$ cat src/rtl/core/apts_pkg.sv
// Shared codes, constants, types and helpers of the aging priority scheduler.
package apts_pkg;

  localparam int DEF_MAX_TASKS = 16;
  localparam int DEF_ID_BITS   = 8;

  // Action codes
  localparam logic [2:0] ACT_TICK   = 3'd0;
  localparam logic [2:0] ACT_ADD    = 3'd1;
  localparam logic [2:0] ACT_REMOVE = 3'd2;
  localparam logic [2:0] ACT_SET    = 3'd3;
  localparam logic [2:0] ACT_PICK   = 3'd4;
  localparam logic [2:0] ACT_READ   = 3'd5;

  // Status codes
  localparam logic [1:0] STAT_OK        = 2'd0;
  localparam logic [1:0] STAT_FULL      = 2'd1;
  localparam logic [1:0] STAT_NOT_FOUND = 2'd2;
  localparam logic [1:0] STAT_EMPTY     = 2'd3;

  localparam logic signed [5:0] PRIO_MAX = 6'sd20;
  localparam logic signed [5:0] PRIO_MIN = -6'sd20;
  localparam logic signed [7:0] DYN_MIN  = -8'sd128;
  localparam logic [7:0]        QUANTUM_RESET = 8'd20;

  // Per-cell control for one cycle
  typedef struct packed {
    logic wr;       // load id and priority from the write bus
    logic shift;    // take the right neighbor's contents
    logic restore;  // dynamic priority back to static
    logic age;      // dynamic priority down by one, saturating
  } cell_ctrl_t;

  function automatic logic signed [5:0] clamp_prio(input logic signed [5:0] p);
    logic signed [5:0] r;
    r = p;
    if (p < PRIO_MIN) r = PRIO_MIN;
    if (p > PRIO_MAX) r = PRIO_MAX;
    return r;
  endfunction

endpackage

$ cat src/rtl/core/aging_priority_task_scheduler_core.sv
// Top level of the aging priority task scheduler: sequencer over a row of slots.
//
// An action is taken when start is high and busy is low; its result shows on
// the out_ ports for one cycle with out_valid, and must be taken then. Tick,
// add, unknown actions and a pick on an empty list answer in the cycle after
// acceptance. Pick, remove, set priority and read priority scan the list one
// slot per cycle, comparing only the current slot: pick visits every entry,
// the others stop at the first slot holding the id and visit every entry when
// it is not found. busy is high during the scan.
// quantum_ticks is written over the cfg_ port, which is always ready.
module aging_priority_task_scheduler_core
  import apts_pkg::*;
#(
  parameter int MAX_TASKS = DEF_MAX_TASKS,
  parameter int ID_BITS   = DEF_ID_BITS
) (
  input  logic              clk,
  input  logic              rst_n,
  input  logic              start,
  output logic              busy,
  input  logic [2:0]        in_action,
  input  logic [7:0]        in_task_id,
  input  logic signed [5:0] in_prio,
  output logic              out_valid,
  output logic [7:0]        out_chosen_id,
  output logic              out_chosen_valid,
  output logic              out_preempt,
  output logic signed [5:0] out_prio_out,
  output logic [1:0]        out_status,
  input  logic              cfg_valid,
  output logic              cfg_ready,
  input  logic [7:0]        cfg_data
);

  localparam int IW = (MAX_TASKS > 1) ? $clog2(MAX_TASKS) : 1;
  localparam int CW = $clog2(MAX_TASKS + 1);
  localparam logic [CW-1:0] FULL_COUNT = CW'(MAX_TASKS);

  localparam logic S_IDLE = 1'b0;
  localparam logic S_SCAN = 1'b1;

  logic                state_r, state_nxt;
  logic [CW-1:0]       scan_r, scan_nxt;
  logic [CW-1:0]       count_r, count_nxt;
  logic [2:0]          op_r, op_nxt;
  logic [ID_BITS-1:0]  id_r, id_nxt;
  logic signed [5:0]   prio_r, prio_nxt;
  logic [IW-1:0]       best_idx_r, best_idx_nxt;
  logic signed [7:0]   best_dp_r, best_dp_nxt;
  logic [ID_BITS-1:0]  best_id_r, best_id_nxt;
  logic [ID_BITS-1:0]  run_id_r, run_id_nxt;
  logic                run_valid_r, run_valid_nxt;
  logic signed [8:0]   quantum_left_r, quantum_left_nxt;
  logic [7:0]          quantum_ticks_r;
  logic                out_valid_r, out_valid_nxt;
  logic [7:0]          out_chosen_id_r, out_chosen_id_nxt;
  logic                out_chosen_valid_r, out_chosen_valid_nxt;
  logic                out_preempt_r, out_preempt_nxt;
  logic signed [5:0]   out_prio_out_r, out_prio_out_nxt;
  logic [1:0]          out_status_r, out_status_nxt;

  logic [ID_BITS-1:0]  c_id [MAX_TASKS];
  logic signed [5:0]   c_sp [MAX_TASKS];
  logic signed [7:0]   c_dp [MAX_TASKS];
  cell_ctrl_t          c_ctrl [MAX_TASKS];

  logic                age_all;
  logic                wr_en, shift_en, restore_en;
  logic [IW-1:0]       wr_idx, shift_from, restore_idx;
  logic [ID_BITS-1:0]  wr_id;
  logic signed [5:0]   wr_prio;

  logic [ID_BITS-1:0]  id_in;
  logic signed [5:0]   prio_in;
  logic [IW-1:0]       cur;
  logic                at_end;
  logic signed [8:0]   q_dec;

  assign id_in   = ID_BITS'(in_task_id);
  assign prio_in = clamp_prio(in_prio);
  assign cur     = scan_r[IW-1:0];
  assign at_end  = (scan_r == count_r);
  assign q_dec   = (quantum_left_r > -9'sd1) ? quantum_left_r - 9'sd1 : quantum_left_r;

  // Sequence actions and compute next state
  always_comb begin
    state_nxt            = state_r;
    scan_nxt             = scan_r;
    count_nxt            = count_r;
    op_nxt               = op_r;
    id_nxt               = id_r;
    prio_nxt             = prio_r;
    best_idx_nxt         = best_idx_r;
    best_dp_nxt          = best_dp_r;
    best_id_nxt          = best_id_r;
    run_id_nxt           = run_id_r;
    run_valid_nxt        = run_valid_r;
    quantum_left_nxt     = quantum_left_r;
    out_valid_nxt        = 1'b0;
    out_chosen_id_nxt    = 8'd0;
    out_chosen_valid_nxt = 1'b0;
    out_preempt_nxt      = 1'b0;
    out_prio_out_nxt     = 6'sd0;
    out_status_nxt       = STAT_OK;
    age_all              = 1'b0;
    wr_en                = 1'b0;
    wr_idx               = count_r[IW-1:0];
    wr_id                = id_in;
    wr_prio              = prio_in;
    shift_en             = 1'b0;
    shift_from           = cur;
    restore_en           = 1'b0;
    restore_idx          = best_idx_r;

    if (state_r == S_IDLE) begin
      if (start) begin
        op_nxt   = in_action;
        id_nxt   = id_in;
        prio_nxt = prio_in;
        scan_nxt = '0;
        case (in_action)
          ACT_TICK: begin
            out_valid_nxt = 1'b1;
            if (run_valid_r) begin
              quantum_left_nxt = q_dec;
              out_preempt_nxt  = q_dec[8];
            end
          end
          ACT_ADD: begin
            out_valid_nxt = 1'b1;
            if (count_r == FULL_COUNT) begin
              out_status_nxt = STAT_FULL;
            end else begin
              wr_en     = 1'b1;
              count_nxt = count_r + 1'b1;
            end
          end
          ACT_PICK: begin
            if (count_r == '0) begin
              out_valid_nxt  = 1'b1;
              out_status_nxt = STAT_EMPTY;
            end else begin
              age_all   = 1'b1;
              state_nxt = S_SCAN;
            end
          end
          ACT_REMOVE, ACT_SET, ACT_READ: begin
            state_nxt = S_SCAN;
          end
          default: begin
            out_valid_nxt = 1'b1;
          end
        endcase
      end
    end else if (op_r == ACT_PICK) begin
      // Track the lowest aged priority; ties keep the earlier slot
      if (at_end) begin
        restore_en           = 1'b1;
        run_id_nxt           = best_id_r;
        run_valid_nxt        = 1'b1;
        quantum_left_nxt     = 9'(quantum_ticks_r);
        out_valid_nxt        = 1'b1;
        out_chosen_id_nxt    = 8'(best_id_r);
        out_chosen_valid_nxt = 1'b1;
        state_nxt            = S_IDLE;
      end else begin
        if (scan_r == '0 || c_dp[cur] < best_dp_r) begin
          best_idx_nxt = cur;
          best_dp_nxt  = c_dp[cur];
          best_id_nxt  = c_id[cur];
        end
        scan_nxt = scan_r + 1'b1;
      end
    end else begin
      // Search for the earliest slot holding the id
      if (at_end) begin
        out_valid_nxt  = 1'b1;
        out_status_nxt = STAT_NOT_FOUND;
        state_nxt      = S_IDLE;
      end else if (c_id[cur] == id_r) begin
        out_valid_nxt = 1'b1;
        state_nxt     = S_IDLE;
        case (op_r)
          ACT_REMOVE: begin
            shift_en  = 1'b1;
            count_nxt = count_r - 1'b1;
            if (run_valid_r && run_id_r == id_r) run_valid_nxt = 1'b0;
          end
          ACT_SET: begin
            wr_en   = 1'b1;
            wr_idx  = cur;
            wr_id   = id_r;
            wr_prio = prio_r;
          end
          default: begin
            out_prio_out_nxt = c_sp[cur];
          end
        endcase
      end else begin
        scan_nxt = scan_r + 1'b1;
      end
    end
  end

  // Drive the slot row
  genvar gi;
  generate
    for (gi = 0; gi < MAX_TASKS; gi++) begin : g_cell
      logic [ID_BITS-1:0] nb_id;
      logic signed [5:0]  nb_sp;
      logic signed [7:0]  nb_dp;

      if (gi < MAX_TASKS - 1) begin : g_nb
        assign nb_id = c_id[gi+1];
        assign nb_sp = c_sp[gi+1];
        assign nb_dp = c_dp[gi+1];
      end else begin : g_last
        assign nb_id = c_id[gi];
        assign nb_sp = c_sp[gi];
        assign nb_dp = c_dp[gi];
      end

      assign c_ctrl[gi].wr      = wr_en && (wr_idx == IW'(gi));
      assign c_ctrl[gi].shift   = shift_en && (CW'(gi) >= CW'(shift_from))
                                  && (CW'(gi) + 1'b1 < count_r);
      assign c_ctrl[gi].restore = restore_en && (restore_idx == IW'(gi));
      assign c_ctrl[gi].age     = age_all && (CW'(gi) < count_r);

      apts_cell #(.ID_BITS(ID_BITS)) u_cell (
        .clk     (clk),
        .ctrl    (c_ctrl[gi]),
        .wr_id   (wr_id),
        .wr_prio (wr_prio),
        .nb_id   (nb_id),
        .nb_sp   (nb_sp),
        .nb_dp   (nb_dp),
        .id      (c_id[gi]),
        .sp      (c_sp[gi]),
        .dp      (c_dp[gi])
      );
    end
  endgenerate

  // Control registers
  always_ff @(posedge clk) begin
    if (!rst_n) begin
      state_r         <= S_IDLE;
      scan_r          <= '0;
      count_r         <= '0;
      run_id_r        <= '0;
      run_valid_r     <= 1'b0;
      quantum_left_r  <= '0;
      quantum_ticks_r <= QUANTUM_RESET;
      out_valid_r     <= 1'b0;
    end else begin
      state_r        <= state_nxt;
      scan_r         <= scan_nxt;
      count_r        <= count_nxt;
      run_id_r       <= run_id_nxt;
      run_valid_r    <= run_valid_nxt;
      quantum_left_r <= quantum_left_nxt;
      out_valid_r    <= out_valid_nxt;
      if (cfg_valid) quantum_ticks_r <= cfg_data;
    end
  end

  // Payload registers
  always_ff @(posedge clk) begin
    op_r               <= op_nxt;
    id_r               <= id_nxt;
    prio_r             <= prio_nxt;
    best_idx_r         <= best_idx_nxt;
    best_dp_r          <= best_dp_nxt;
    best_id_r          <= best_id_nxt;
    out_chosen_id_r    <= out_chosen_id_nxt;
    out_chosen_valid_r <= out_chosen_valid_nxt;
    out_preempt_r      <= out_preempt_nxt;
    out_prio_out_r     <= out_prio_out_nxt;
    out_status_r       <= out_status_nxt;
  end

  assign busy             = (state_r != S_IDLE);
  assign cfg_ready        = 1'b1;
  assign out_valid        = out_valid_r;
  assign out_chosen_id    = out_chosen_id_r;
  assign out_chosen_valid = out_chosen_valid_r;
  assign out_preempt      = out_preempt_r;
  assign out_prio_out     = out_prio_out_r;
  assign out_status       = out_status_r;

endmodule

$ cat src/rtl/core/apts_cell.sv
// One ready-list slot: id, static and dynamic priority, with neighbor shift.
module apts_cell
  import apts_pkg::*;
#(
  parameter int ID_BITS = DEF_ID_BITS
) (
  input  logic                clk,
  input  cell_ctrl_t          ctrl,
  input  logic [ID_BITS-1:0]  wr_id,
  input  logic signed [5:0]   wr_prio,
  input  logic [ID_BITS-1:0]  nb_id,
  input  logic signed [5:0]   nb_sp,
  input  logic signed [7:0]   nb_dp,
  output logic [ID_BITS-1:0]  id,
  output logic signed [5:0]   sp,
  output logic signed [7:0]   dp
);

  logic [ID_BITS-1:0] id_r, id_nxt;
  logic signed [5:0]  sp_r, sp_nxt;
  logic signed [7:0]  dp_r, dp_nxt;

  // Select the slot's next contents
  always_comb begin
    id_nxt = id_r;
    sp_nxt = sp_r;
    dp_nxt = dp_r;
    if (ctrl.wr) begin
      id_nxt = wr_id;
      sp_nxt = wr_prio;
      dp_nxt = 8'(wr_prio);
    end else if (ctrl.shift) begin
      id_nxt = nb_id;
      sp_nxt = nb_sp;
      dp_nxt = nb_dp;
    end else if (ctrl.restore) begin
      dp_nxt = 8'(sp_r);
    end else if (ctrl.age) begin
      if (dp_r != DYN_MIN) dp_nxt = dp_r - 8'sd1;
    end
  end

  always_ff @(posedge clk) begin
    id_r <= id_nxt;
    sp_r <= sp_nxt;
    dp_r <= dp_nxt;
  end

  assign id = id_r;
  assign sp = sp_r;
  assign dp = dp_r;

endmodule

$ cat config.mk
export PLATFORM = sky130hd
export DESIGN_NAME = aging_priority_task_scheduler_core
export DESIGN_NICKNAME = d
export VERILOG_FILES = /design/src/rtl/core/apts_pkg.sv /design/src/rtl/core/aging_priority_task_scheduler_core.sv /design/src/rtl/core/apts_cell.sv
export SDC_FILE = /design/constraint.sdc
export NUM_CORES = 1
export LEC_CHECK = 0
export ABC_CLOCK_PERIOD_IN_PS = 9020
export BUFFER_PORTS_ARGS = -buffer_cell sky130_fd_sc_hd__buf_2
export CAP_MARGIN = 20
export CORE_MARGIN = 4
export CORE_UTILIZATION = 60
export DETAILED_ROUTE_END_ITERATION = 12
export HOLD_SLACK_MARGIN = 0.02
export PLACE_DENSITY = 0.77
export SYNTH_ARGS = -nofsm -noshare
export SYNTH_HDL_FRONTEND = slang
export SYNTH_SLANG_ARGS = --single-unit
$ cat constraint.sdc
create_clock -name clk -period 9.02 [get_ports clk]
set_input_delay 0.902 -clock clk [delete_from_list [all_inputs] [get_ports clk]]
set_output_delay 0.902 -clock clk [all_outputs]
set_load 0.05 [all_outputs]
==> impl_metrics.env <==
export IMPL_outcome="finished clean"
export IMPL_clock_latency_ns=0.60
export IMPL_p_int_mw=3.43
export IMPL_clk_path_buf_depth=3
export IMPL_synth_most_common_cell="edfxtp_1"
export IMPL_cap_violations=0
export IMPL_ys_warn_count=0
export IMPL_swShare_pct=24.8
export IMPL_clock_skew_ns=0.0265
export IMPL_io_pins=50
export IMPL_htreeDepth=2
export IMPL_cp_max_fo=49
export IMPL_num_nets_final=2364
export IMPL_netlist_area_mm2=0.0275
export IMPL_cp_slowest_stage_delay_ns=0.79
export IMPL_ys_top_cells_by_count="edfxtp_1 (389), mux2i_1 (352), nor2_1 (187)"
export IMPL_required_ns=9.36
export IMPL_port_buffers=48
export IMPL_fill_cells=3386
export IMPL_crit_path_top_delay_cell="dfxtp_4"
export IMPL_synth_top_flop_cell="edfxtp_1"
export IMPL_grt_ovfl_total=0
export IMPL_core_area_mm2=0.0454
export IMPL_cpMostUsedCell="buf_4"
export IMPL_fmax_ghz=0.161
export IMPL_crit_chain="buf_4 -> mux4_2 -> a22o_1 -> a21oi_1 -> xnor2_1 -> nor4_4 -> buf_6 -> nand3_2 -> buf_4 -> mux2i_4 -> buf_4 -> inv_2 -> mux2_2"
export IMPL_p_leak_nw=10.8
export IMPL_maxSlewViolCount=0
export IMPL_dieArea_mm2=0.0493
export IMPL_start_kind="register"
export IMPL_rsz0062_at_grt="false"
export IMPL_tns_ns=0
export IMPL_cp_num_buf_inv=5
export IMPL_synthCells=2329
export IMPL_hold_viol_final=0
export IMPL_worstHoldPathType="reg -> reg"
export IMPL_ant_nets=0
export IMPL_cts_num_sinks=445
export IMPL_power_frac_comb_pct=7.5
export IMPL_dp_cells=2850
export IMPL_vdd_drop_max_v=0.000148
export IMPL_power_density_mw_per_mm2=154
export IMPL_timing_final_crit_share_pct=68.8
export IMPL_worstSetupPathType="reg -> reg"
export IMPL_timing_final_ws_setup_ns=2.82
export IMPL_synth_fp_nets=2390
export IMPL_die_h_um=222
export IMPL_first_pass_iters=7
export IMPL_cts_setup_buffers=0
export IMPL_hpwl_mm=59.1
export IMPL_p_clk_share_pct=42.7
export IMPL_setup_viol=0
export IMPL_wl_per_cell_um=28.3
export IMPL_end_kind="register"
export IMPL_synth_area_leaders="edfxtp_1 (42%), mux2i_1 (13%), mux2_2 (7.6%), dfxtp_1 (4.1%), mux4_2 (3.8%)"
export IMPL_root_buffer="clkbuf_16"
export IMPL_rows=78
export IMPL_synth_top_area_share_pct=42.5
export IMPL_syn_to_final_growth_pct=7.77
export IMPL_ctsResizeCount=0
export IMPL_synth_top_area_cell="edfxtp_1"
export IMPL_grt_pass1_wl_mm=125
export IMPL_cp_arrival_ns=6.54
export IMPL_postCtsHoldBufs=0
export IMPL_chipWidth_um=222
export IMPL_ys_seq_area_share_pct=46.6
export IMPL_initial_core_util_pct=60.6
export IMPL_seqPwrFrac_pct=49.8
export IMPL_synth_cell_types=73
export IMPL_antenna_found_initial=3
export IMPL_grt_max_degree=50
export IMPL_async_flop_share_pct=0
export IMPL_gp_congestion=1.01
export IMPL_drtIter0Drc=2980
export IMPL_synth_edff_count=389
export IMPL_grt_pass1_vias=19800
export IMPL_critical_path_top_delay_family="buffers and inverters"
export IMPL_path_clk_slew_ns=0.07
export IMPL_pre_cts_slack_ns=2.31
export IMPL_finalCriticalPeriod_ns=6.20
export IMPL_hold_ws_ns=0.476
export IMPL_final_cells=2942
export IMPL_grt_use_total_pct=32.7
export IMPL_max_slew_margin_pct=27.0
export IMPL_cts_buffers=47
export IMPL_tightest_slew_ns=1.07
export IMPL_drc_errors=0
export IMPL_vias=20400
export IMPL_p_switching_mw=1.13
export IMPL_routed_wl_mm=83.2
export IMPL_place_area_mm2=0.0281
export IMPL_via_per_inst=6.94
export IMPL_yosys_register_bits=445
export IMPL_cts_tree="done"
export IMPL_postSynthAreaPerCell_um2=11.8
export IMPL_final_cell_area_mm2=0.0296
export IMPL_drive_gt1_share_pct=19.4
==> registers in the layout (all words and copies together) (netlist names), 3 cells and up <==
register          count
g_cell.u_cell.id    128
g_cell.u_cell.dp    128
id_r                  8
scan_r                5
g_cell.u_cell.sp     96
best_id_r             8
out_prio_out          6
prio_r                6
quantum_ticks_r       8
op_r                  3
run_id_r              8
quantum_left_r        9
best_dp_r             8
best_idx_r            4
out_chosen_id         8
count_r               5
==> final timing paths <==
kind	startpoint	to	slack, ns	cells past startpoint
worst max-delay path	scan_r[0]	g_cell[0].u_cell.sp[5]	2.82	13
worst max register to register	scan_r[0]	g_cell[0].u_cell.sp[5]	2.82	13
worst min register to register	best_id_r[7]	out_chosen_id[7]	0.48	1
worst min-delay path	best_id_r[7]	out_chosen_id[7]	0.48	1
==> final cells by class <==
class | instances | area (um^2) | share of cell area, %
repair buffers | 92 | 592 | 2.00
inverters | 73 | 274 | 0.925
clock buffers | 57 | 1210 | 4.10
clock inverters | 29 | 277 | 0.933
multi-input cells | 1644 | 13700 | 46.3
flip-flops and latches | 445 | 12800 | 43.2
well taps | 600 | 751 | 2.53
diodes | 2 | 5.00 | 0.0169
==> cell usage in the layout, fill, tap and decap left out, drive strengths merged, types with 23 or more instances in the layout <==
| master | Yosys | final |
|---|---|---|
| edfxtp | 389 | 389 |
| mux2i | 357 | 357 |
| mux2 | 218 | 218 |
| nor2 | 187 | 187 |
| a21oi | 153 | 153 |
| nand2 | 114 | 114 |
| buf | 70 | 90 |
| inv | 73 | 76 |
| xor2 | 64 | 64 |
| clkbuf | 97 | 57 |
| xnor2 | 56 | 56 |
| dfxtp | 56 | 56 |
| mux4 | 46 | 46 |
| o221ai | 40 | 40 |
| nor3 | 35 | 35 |
| nand3 | 33 | 33 |
| ha | 32 | 32 |
| o21ai | 28 | 28 |
| nor4 | 24 | 24 |
| nand2b | 23 | 23 |
| nor2b | 23 | 23 |
==> per-stage QoR <==
step                total power, mW  utilization [%]
detailed placement             2.64             61.9
global route                   4.66             65.3
floorplan                      2.52                -
global placement               2.63             61.9
CTS                            4.54             65.2
finish                         4.56             65.3
==> power by group through the flow <==
stage          Sequential [mW]  Clock (mW)  Combinational [mW]
2_1_floorplan             2.30           0               0.215
3_3_place_gp              2.31           0               0.319
3_5_place_dp              2.31           0               0.328
4_1_cts                   2.27        1.94               0.329
5_1_grt                   2.27        2.03               0.357
6_report                  2.27        1.95               0.343
==> metal layers <==
metal	share of wire, %	vias to the layer above	GRT usage, %
met3	13	216	9.39
met2	44	1325	49.2
met4	3.8	2	11.5
met1	40	10100	45.8
met5	0.0024	-	0.587
li1	-	8767	-
==> worst register-to-register path: cells and delay by family, from the launching register on <==
kind	cells	cell delay [ns]
compound gates	2	0.47
flops	1	0.79
mux	3	1.21
buf+inv	5	2.42
simple gates	2	0.91
xor+xnor	1	0.15
==> logic make-up after synthesis <==
| logic type | after synthesis | share of synthesized area, % |
|---|---|---|
| simple gates | 540 | 9.75 |
| flops | 445 | 46.6 |
| fa+ha+maj | 32 | 1.46 |
| xor+xnor | 120 | 3.82 |
| other cells | 1 | 0.0136 |
| mux | 621 | 26.3 |
| buf+inv | 240 | 3.78 |
| compound gates | 330 | 8.32 |
No activity file was read; power rests on OpenSTA's default activity.
